==> src/rtl/core/ttd_pkg.sv <==
// Package for the travel time block: pipeline payload types and constants.
// Used by every module under rtl/core; depends on nothing.
package ttd_pkg;

    localparam int SQRT_STEPS = 16;
    localparam int DIV_STEPS  = 16;
    localparam int STEP_IDX_W = 4;

    localparam logic [31:0] SQRT_TOP_DIGIT = 32'h4000_0000;
    localparam logic [6:0]  HUNDRED        = 7'd100;
    localparam logic [15:0] DURATION_MAX   = 16'hFFFF;
    localparam logic [15:0] DURATION_MIN   = 16'd1;
    localparam logic [9:0]  TPS_RESET      = 10'd60;

    // Payload that travels down the square root chain.
    typedef struct packed {
        logic [31:0] rem;
        logic [31:0] root;
        logic [15:0] speed;
    } sqrt_data_t;

    // Payload that travels down the divider chain.
    typedef struct packed {
        logic [15:0] rem;
        logic [15:0] low;
        logic [15:0] quot;
        logic [15:0] speed;
        logic        force_one;
        logic        force_max;
    } div_data_t;

endpackage

==> src/rtl/core/ttd_front.sv <==
// Front end: coordinate differences, then the squared distance wrapped to 32 bits.
// Depends on ttd_pkg.
module ttd_front
    import ttd_pkg::*;
(
    input  logic              aclk,
    input  logic              aresetn,
    input  logic              en,
    input  logic              in_valid,
    input  logic signed [15:0] start_x,
    input  logic signed [15:0] start_y,
    input  logic signed [15:0] goal_x,
    input  logic signed [15:0] goal_y,
    input  logic [15:0]       speed,
    output logic              out_valid,
    output sqrt_data_t        out_data
);

    logic               diff_valid_reg;
    logic signed [16:0] dx_reg;
    logic signed [16:0] dy_reg;
    logic [15:0]        diff_speed_reg;
    logic               sq_valid_reg;
    sqrt_data_t         sq_data_reg;
    logic [33:0]        dx_sq;
    logic [33:0]        dy_sq;
    logic [31:0]        dist_sq;

    always_comb begin
        dx_sq   = 34'(dx_reg * dx_reg);
        dy_sq   = 34'(dy_reg * dy_reg);
        dist_sq = 32'(dx_sq + dy_sq);
    end

    always_ff @(posedge aclk) begin
        if (!aresetn) begin
            diff_valid_reg <= 1'b0;
            sq_valid_reg   <= 1'b0;
        end else if (en) begin
            diff_valid_reg <= in_valid;
            sq_valid_reg   <= diff_valid_reg;
        end
    end

    always_ff @(posedge aclk) begin
        if (en) begin
            dx_reg            <= 17'(start_x) - 17'(goal_x);
            dy_reg            <= 17'(start_y) - 17'(goal_y);
            diff_speed_reg    <= speed;
            sq_data_reg.rem   <= dist_sq;
            sq_data_reg.root  <= '0;
            sq_data_reg.speed <= diff_speed_reg;
        end
    end

    assign out_valid = sq_valid_reg;
    assign out_data  = sq_data_reg;

endmodule

==> src/rtl/core/ttd_sqrt_cell.sv <==
// One base-four digit step of the floor square root.
// Depends on ttd_pkg; the step index selects the digit this cell tries.
module ttd_sqrt_cell
    import ttd_pkg::*;
(
    input  logic                  aclk,
    input  logic                  aresetn,
    input  logic                  en,
    input  logic [STEP_IDX_W-1:0] step_idx,
    input  logic                  in_valid,
    input  sqrt_data_t            in_data,
    output logic                  out_valid,
    output sqrt_data_t            out_data
);

    logic        valid_reg;
    sqrt_data_t  data_reg;
    sqrt_data_t  data_next;
    logic [31:0] digit;
    logic [32:0] trial;

    always_comb begin
        digit     = SQRT_TOP_DIGIT >> {step_idx, 1'b0};
        trial     = {1'b0, in_data.root} + {1'b0, digit};
        data_next = in_data;
        if ({1'b0, in_data.rem} >= trial) begin
            data_next.rem  = in_data.rem - trial[31:0];
            data_next.root = (in_data.root >> 1) + digit;
        end else begin
            data_next.root = in_data.root >> 1;
        end
    end

    always_ff @(posedge aclk) begin
        if (!aresetn) begin
            valid_reg <= 1'b0;
        end else if (en) begin
            valid_reg <= in_valid;
        end
    end

    always_ff @(posedge aclk) begin
        if (en) begin
            data_reg <= data_next;
        end
    end

    assign out_valid = valid_reg;
    assign out_data  = data_reg;

endmodule

==> src/rtl/core/ttd_scale.sv <==
// Scaling stages: distance times tick rate, then times one hundred plus the
// rounding term, and the saturation test. Depends on ttd_pkg.
module ttd_scale
    import ttd_pkg::*;
(
    input  logic        aclk,
    input  logic        aresetn,
    input  logic        en,
    input  logic [9:0]  ticks_per_second,
    input  logic        in_valid,
    input  sqrt_data_t  in_data,
    output logic        out_valid,
    output div_data_t   out_data
);

    logic        mul_valid_reg;
    logic [25:0] prod_reg;
    logic [15:0] mul_speed_reg;
    logic        mul_force_one_reg;
    logic        num_valid_reg;
    div_data_t   num_data_reg;
    logic [15:0] dist_root;
    logic [33:0] num_adj;
    logic        too_big;

    assign dist_root = in_data.root[15:0];

    always_comb begin
        // The rounded-up quotient is floor((num + speed - 1) / speed).
        num_adj = 34'(prod_reg * HUNDRED) + 34'(mul_speed_reg) - 34'd1;
        too_big = num_adj[33:16] >= {2'b00, mul_speed_reg};
    end

    always_ff @(posedge aclk) begin
        if (!aresetn) begin
            mul_valid_reg <= 1'b0;
            num_valid_reg <= 1'b0;
        end else if (en) begin
            mul_valid_reg <= in_valid;
            num_valid_reg <= mul_valid_reg;
        end
    end

    always_ff @(posedge aclk) begin
        if (en) begin
            prod_reg               <= 26'(dist_root * ticks_per_second);
            mul_speed_reg          <= in_data.speed;
            mul_force_one_reg      <= (dist_root == '0) || (in_data.speed == '0);
            num_data_reg.rem       <= num_adj[31:16];
            num_data_reg.low       <= num_adj[15:0];
            num_data_reg.quot      <= '0;
            num_data_reg.speed     <= mul_speed_reg;
            num_data_reg.force_one <= mul_force_one_reg;
            num_data_reg.force_max <= too_big;
        end
    end

    assign out_valid = num_valid_reg;
    assign out_data  = num_data_reg;

endmodule

==> src/rtl/core/ttd_div_cell.sv <==
// One restoring division step: brings down one bit and yields one quotient bit.
// Depends on ttd_pkg.
module ttd_div_cell
    import ttd_pkg::*;
(
    input  logic      aclk,
    input  logic      aresetn,
    input  logic      en,
    input  logic      in_valid,
    input  div_data_t in_data,
    output logic      out_valid,
    output div_data_t out_data
);

    logic        valid_reg;
    div_data_t   data_reg;
    div_data_t   data_next;
    logic [16:0] trial;
    logic        fits;

    always_comb begin
        trial          = {in_data.rem, in_data.low[15]};
        fits           = trial >= {1'b0, in_data.speed};
        data_next      = in_data;
        data_next.low  = {in_data.low[14:0], 1'b0};
        data_next.quot = {in_data.quot[14:0], fits};
        data_next.rem  = fits ? 16'(trial - {1'b0, in_data.speed}) : trial[15:0];
    end

    always_ff @(posedge aclk) begin
        if (!aresetn) begin
            valid_reg <= 1'b0;
        end else if (en) begin
            valid_reg <= in_valid;
        end
    end

    always_ff @(posedge aclk) begin
        if (en) begin
            data_reg <= data_next;
        end
    end

    assign out_valid = valid_reg;
    assign out_data  = data_reg;

endmodule

==> src/rtl/core/travel_time_from_distance_top.sv <==
// Top level of the travel time block: tick rate register, pipeline of cells
// and output register. Depends on ttd_pkg and all ttd_* modules.
//
// Each item runs from acceptance to result through two front-end stages
// (difference, square), sixteen square root digit cells, two scaling stages,
// sixteen divider cells and the output register. The pipeline takes a new item
// in every cycle; all stages advance together whenever the output register is
// empty or its item is being taken, so a stall on the result side holds the
// whole chain. The tick rate register is written through the cfg_ channel and
// should only change while no item is in flight.
module travel_time_from_distance_top
    import ttd_pkg::*;
(
    input  logic        aclk,
    input  logic        aresetn,
    input  logic        cfg_valid,
    output logic        cfg_ready,
    input  logic [9:0]  cfg_ticks_per_second,
    input  logic        s_valid,
    output logic        s_ready,
    input  logic signed [15:0] s_start_x,
    input  logic signed [15:0] s_start_y,
    input  logic signed [15:0] s_goal_x,
    input  logic signed [15:0] s_goal_y,
    input  logic [15:0] s_speed_hundredths,
    output logic        m_valid,
    input  logic        m_ready,
    output logic [15:0] m_duration_ticks
);

    logic        en;
    logic [9:0]  tps_reg;
    logic        out_valid_reg;
    logic [15:0] duration_reg;
    logic [15:0] duration_next;

    logic        sqrt_valid [0:SQRT_STEPS];
    sqrt_data_t  sqrt_data  [0:SQRT_STEPS];
    logic        div_valid  [0:DIV_STEPS];
    div_data_t   div_data   [0:DIV_STEPS];

    assign en        = !out_valid_reg || m_ready;
    assign s_ready   = en;
    assign cfg_ready = 1'b1;

    always_ff @(posedge aclk) begin
        if (!aresetn) begin
            tps_reg <= TPS_RESET;
        end else if (cfg_valid) begin
            tps_reg <= cfg_ticks_per_second;
        end
    end

    ttd_front u_front (
        .aclk      (aclk),
        .aresetn   (aresetn),
        .en        (en),
        .in_valid  (s_valid),
        .start_x   (s_start_x),
        .start_y   (s_start_y),
        .goal_x    (s_goal_x),
        .goal_y    (s_goal_y),
        .speed     (s_speed_hundredths),
        .out_valid (sqrt_valid[0]),
        .out_data  (sqrt_data[0])
    );

    for (genvar i = 0; i < SQRT_STEPS; i++) begin : g_sqrt
        ttd_sqrt_cell u_cell (
            .aclk      (aclk),
            .aresetn   (aresetn),
            .en        (en),
            .step_idx  (STEP_IDX_W'(i)),
            .in_valid  (sqrt_valid[i]),
            .in_data   (sqrt_data[i]),
            .out_valid (sqrt_valid[i+1]),
            .out_data  (sqrt_data[i+1])
        );
    end

    ttd_scale u_scale (
        .aclk             (aclk),
        .aresetn          (aresetn),
        .en               (en),
        .ticks_per_second (tps_reg),
        .in_valid         (sqrt_valid[SQRT_STEPS]),
        .in_data          (sqrt_data[SQRT_STEPS]),
        .out_valid        (div_valid[0]),
        .out_data         (div_data[0])
    );

    for (genvar j = 0; j < DIV_STEPS; j++) begin : g_div
        ttd_div_cell u_cell (
            .aclk      (aclk),
            .aresetn   (aresetn),
            .en        (en),
            .in_valid  (div_valid[j]),
            .in_data   (div_data[j]),
            .out_valid (div_valid[j+1]),
            .out_data  (div_data[j+1])
        );
    end

    always_comb begin
        if (div_data[DIV_STEPS].force_one) begin
            duration_next = DURATION_MIN;
        end else if (div_data[DIV_STEPS].force_max) begin
            duration_next = DURATION_MAX;
        end else if (div_data[DIV_STEPS].quot == '0) begin
            // A zero tick rate gives a zero quotient, which clamps to one.
            duration_next = DURATION_MIN;
        end else begin
            duration_next = div_data[DIV_STEPS].quot;
        end
    end

    always_ff @(posedge aclk) begin
        if (!aresetn) begin
            out_valid_reg <= 1'b0;
        end else if (en) begin
            out_valid_reg <= div_valid[DIV_STEPS];
        end
    end

    always_ff @(posedge aclk) begin
        if (en) begin
            duration_reg <= duration_next;
        end
    end

    assign m_valid          = out_valid_reg;
    assign m_duration_ticks = duration_reg;

endmodule
==> config.mk <==
export PLATFORM = sky130hd
export DESIGN_NAME = travel_time_from_distance_top
export DESIGN_NICKNAME = d
export VERILOG_FILES = /design/src/rtl/core/ttd_pkg.sv /design/src/rtl/core/ttd_front.sv /design/src/rtl/core/ttd_sqrt_cell.sv /design/src/rtl/core/ttd_scale.sv /design/src/rtl/core/ttd_div_cell.sv /design/src/rtl/core/travel_time_from_distance_top.sv
export SDC_FILE = /design/constraint.sdc
export NUM_CORES = 2
export LEC_CHECK = 0
export BUFFER_PORTS_ARGS = -buffer_cell sky130_fd_sc_hd__buf_2
export CAP_MARGIN = 20
export CORE_MARGIN = 5
export CORE_UTILIZATION = 45
export DETAILED_ROUTE_END_ITERATION = 10
export GPL_ROUTABILITY_DRIVEN = 0
export HOLD_SLACK_MARGIN = 0.06
export REMOVE_ABC_BUFFERS = 1
export SLEW_MARGIN = 40
export SYNTH_ARGS = -nofsm -noshare
export SYNTH_HDL_FRONTEND = slang
export SYNTH_SLANG_ARGS = --single-unit
==> constraint.sdc <==
create_clock -name aclk -period 168.6 [get_ports aclk]
set_input_delay 16.86 -clock aclk [delete_from_list [all_inputs] [get_ports aclk]]
set_output_delay 16.86 -clock aclk [all_outputs]
set_load 0.01 [all_outputs]
==> impl_metrics.yaml <==
run_status:
  status: "finished clean"
worst_hold_path:
  worstHoldPathCells: 0
  min_path_type: "flop to flop"
place:
  portBuffers: 112
  dp_hpwl_um: 163000
route:
  routed_wl_um: 211000
  detail_route.iter0.violations: 3610
  drt-met1-wl_um: 92200
  remaining_drc_errors: 0
  ant_nets: 0
  met2_length_um: 106000
  wl_met3_um: 7280
  dr.max_layer_used: "met5"
  avgViaCountPerCell: 5.09
  wl_per_cell_um: 16.9
  first_pass_iters: 6
  vias: 63800
floorplanning:
  ios: 114
  core_mm2: 0.246
  start_util_pct: 45.2
  dieArea_mm2: 0.257
  die_w_um: 507
  fp.dieH_um: 507
  fp-row-count: 182
clock_network:
  cts_root_buf: "clkbuf_16"
  postCtsHoldBufs: 0
  post_cts_buffers: 0
  clk_pin_slew_ns: 0.06
  max-clock-path-buffers: 3
  clock_latency_ns: 0.83
  cts.sink_count: 1894
  tritoncts: "done"
  cts_buffers: 200
  cts_resized: 0
  h-tree-depth: 4
setup_path:
  start_kind: "primary input"
  critPathCaptureType: "primary output"
  r2r_slack_ns: 159.81
  worst-path-stages: 5
  crit_path_cell_trace: "buf_2 > nor2b_2 > buf_4 > inv_8 > buf_2"
  critPathMaxStageDelay_ns: 0.37
  critPathRequiredTime_ns: 151.74
  critPathTopFamily: "buffers and inverters"
  worstSetupPathType: "primary input to primary output"
  crit_arrival_ns: 18.02
  slowest_stage: "buf_4"
  path_buf_inv: 4
  cpMostUsedCell: "buf_2"
  worstRegToRegCells: 26
  worstPathMaxFanout: 51
job:
  max-cap-violations: 0
synthesis:
  ys_seq_elements: 1894
  synth-edff-count: 1847
  ys_seq_area_share_pct: 50.7
  async_flop_share_pct: 0
  synth.avg_cell_area_um2: 12.4
  synth_cell_types: 94
  synth_flop_cell: "edfxtp_1"
  netlist_instances: 8937
  synth-warning-count: 0
  synth_area_mm2: 0.111
timing:
  hold_violations: 0
  tns_ns: 0
  setup_viol: 0
  fin_crit_sh_pct: 20.7
  maxSlewViolCount: 0
  tightest_slew_ns: 0.905
  fin_skew_ns: 0.0679
  slew_headroom_pct: 39.7
  fmax_ghz: 0.0287
  rsz0062_at_grt: "false"
  period_needed_ns: 34.88
cells_and_area:
  fin_nets: 10800
  seqCellArea_mm2: 0.0564
  drive_above_1_share_pct: 8.01
  largest_register_ff_count: 872
  syn_to_final_growth_pct: 10.1
  nFillCells: 21300
  multi_input_area_mm2: 0.0482
global_route:
  grt_pass1_vias: 67300
  grt_overflow: 0
  grt_use_total_pct: 16.6
  grt_pass1_wl_um: 348000
  antenna_found_initial: 12
  grt_start_max_net_pins: 100
==> worst paths after layout <==
path,start,to
setup reg to reg,u_front.dy_reg[16]$_DFFE_PP_,u_front.out_data[79]$_DFFE_PP_
setup / recovery,m_ready,s_ready
hold reg to reg,u_scale.out_data[46]$_DFFE_PP_,g_div[0].u_cell.out_data[47]$_DFFE_PP_
hold / removal,u_scale.out_data[46]$_DFFE_PP_,g_div[0].u_cell.out_data[47]$_DFFE_PP_
==> per-stage QoR <==
stage	util [%]	hold WS (ns)	setup WS [ns]	cell area, um2	std cells
finish	49.8	0.389	133.73	122000	12500
global route	49.8	0.389	133.66	122000	12500
CTS	49.8	0.384	133.73	122000	12500
detailed placement	47.1	0.405	133.73	116000	12200
global placement	47.0	0.400	133.73	116000	12200
floorplan	-	0.400	114.72	111000	8781
==> logic make-up (layout without fill, tap and decap cells) <==
group | count (synthesis) | in the layout | share of synthesized area, %
flip-flops | 1894 | 1894 | 50.7
AND/OR/NAND/NOR | 1863 | 1863 | 8.23
XOR/XNOR | 508 | 508 | 4.02
other | 1 | 4 | 0.00337
buffers and inverters | 1771 | 2147 | 6.03
AO/OA/AOI/OAI | 1147 | 1147 | 6.76
multiplexers | 246 | 246 | 2.44
adder cells (fa/ha/maj) | 1507 | 1507 | 21.8
==> cell type report <==
type	count	area share, %
inverter	1615	4.96
antenna	3	0.00613
tap	3220	3.29
clock inverter	136	1.24
timing repair buffer	169	0.937
multi-input combinational	5272	39.3
clock buffer	227	4.17
sequential	1894	46.1
==> Yosys cell counts, drive strengths merged (14+ instances only) <==
| cell type | n | area [um2] |
|---|---|---|
| nor3 | 138 | 701 |
| a31oi | 28 | 224 |
| o21ai | 256 | 1280 |
| nand3 | 73 | 365 |
| or4 | 14 | 105 |
| o21a | 75 | 563 |
| nor4 | 111 | 694 |
| nand4 | 84 | 526 |
| dfxtp | 47 | 941 |
| mux2i | 48 | 480 |
| ha | 783 | 9800 |
| o31ai | 38 | 295 |
| edfxtp | 1847 | 55500 |
| a21oi | 308 | 1560 |
| nand2b | 60 | 375 |
| a21boi | 81 | 608 |
| nand2 | 603 | 2260 |
| a211oi | 35 | 273 |
| inv | 1615 | 6060 |
| o21bai | 37 | 278 |
| xor2 | 189 | 1660 |
| and2 | 192 | 1200 |
| fa | 722 | 14500 |
| nor2 | 346 | 1300 |
| or2 | 17 | 106 |
| buf | 38 | 201 |
| xnor2 | 319 | 2820 |
| a31o | 19 | 166 |
| nor2b | 115 | 719 |
| or3 | 38 | 243 |
| clkbuf | 118 | 443 |
| and3 | 27 | 169 |
| mux2 | 198 | 2230 |
| a21o | 152 | 1140 |
==> cells in the final DEF (no fill, tap or decap), types with 19 or more instances in the layout <==
cell,synthesis,layout
dfxtp_1,47,44
o31ai_1,36,36
nor2_1,346,345
bufinv_16,0,22
xnor2_1,317,317
mux2_2,198,198
clkbuf_1,118,27
buf_6,1,20
nand2b_1,60,60
inv_1,1613,1612
fa_1,722,721
o21ai_1,43,43
nor3_1,136,135
buf_2,29,112
ha_1,783,783
o21bai_1,37,37
mux2i_1,48,48
a21oi_1,304,303
o21ai_0,213,212
xor2_1,189,189
nand3_1,73,73
or3_1,37,37
clkinv_2,0,31
a21boi_0,79,78
and2_1,192,192
o21a_1,75,75
nor4_1,111,108
nand4_1,84,84
a31oi_1,23,23
a21o_1,152,152
edfxtp_1,1847,1847
nand2_1,603,603
and3_1,27,27
nor2b_1,115,114
clkinv_1,0,46
clkbuf_16,0,200
a31o_2,19,19
buf_4,4,30
a211oi_1,33,33
==> routing by layer <==
metal	vias to the layer above	global-route usage [%]
li1	31000	-
met1	31400	21.6
met2	1090	29.0
met3	353	2.24
met4	2	5.01
met5	-	0
==> worst register-to-register path, stage by stage (launching register included) <==
cell      delay [ns]
edfxtp_1        0.31
buf_4           0.37
nand2_1         0.32
inv_2           0.45
fa_1            0.51
fa_1            0.52
inv_1           0.06
fa_1            0.53
inv_1           0.05
fa_1            0.51
fa_1            0.46
fa_1            0.55
fa_1            0.55
inv_1           0.05
fa_1            0.60
inv_1           0.06
ha_1            0.24
or4_1           0.40
a21oi_1         0.16
o311ai_0        0.24
o211a_1         0.26
o21ai_0         0.39
o21ai_0         0.27
nor3_1          0.25
o21bai_1        0.11
a21oi_1         0.18
xnor2_1         0.08
Power is not shown: default switching activity piles up to over one toggle a cycle in this logic, so the estimate is an artifact.
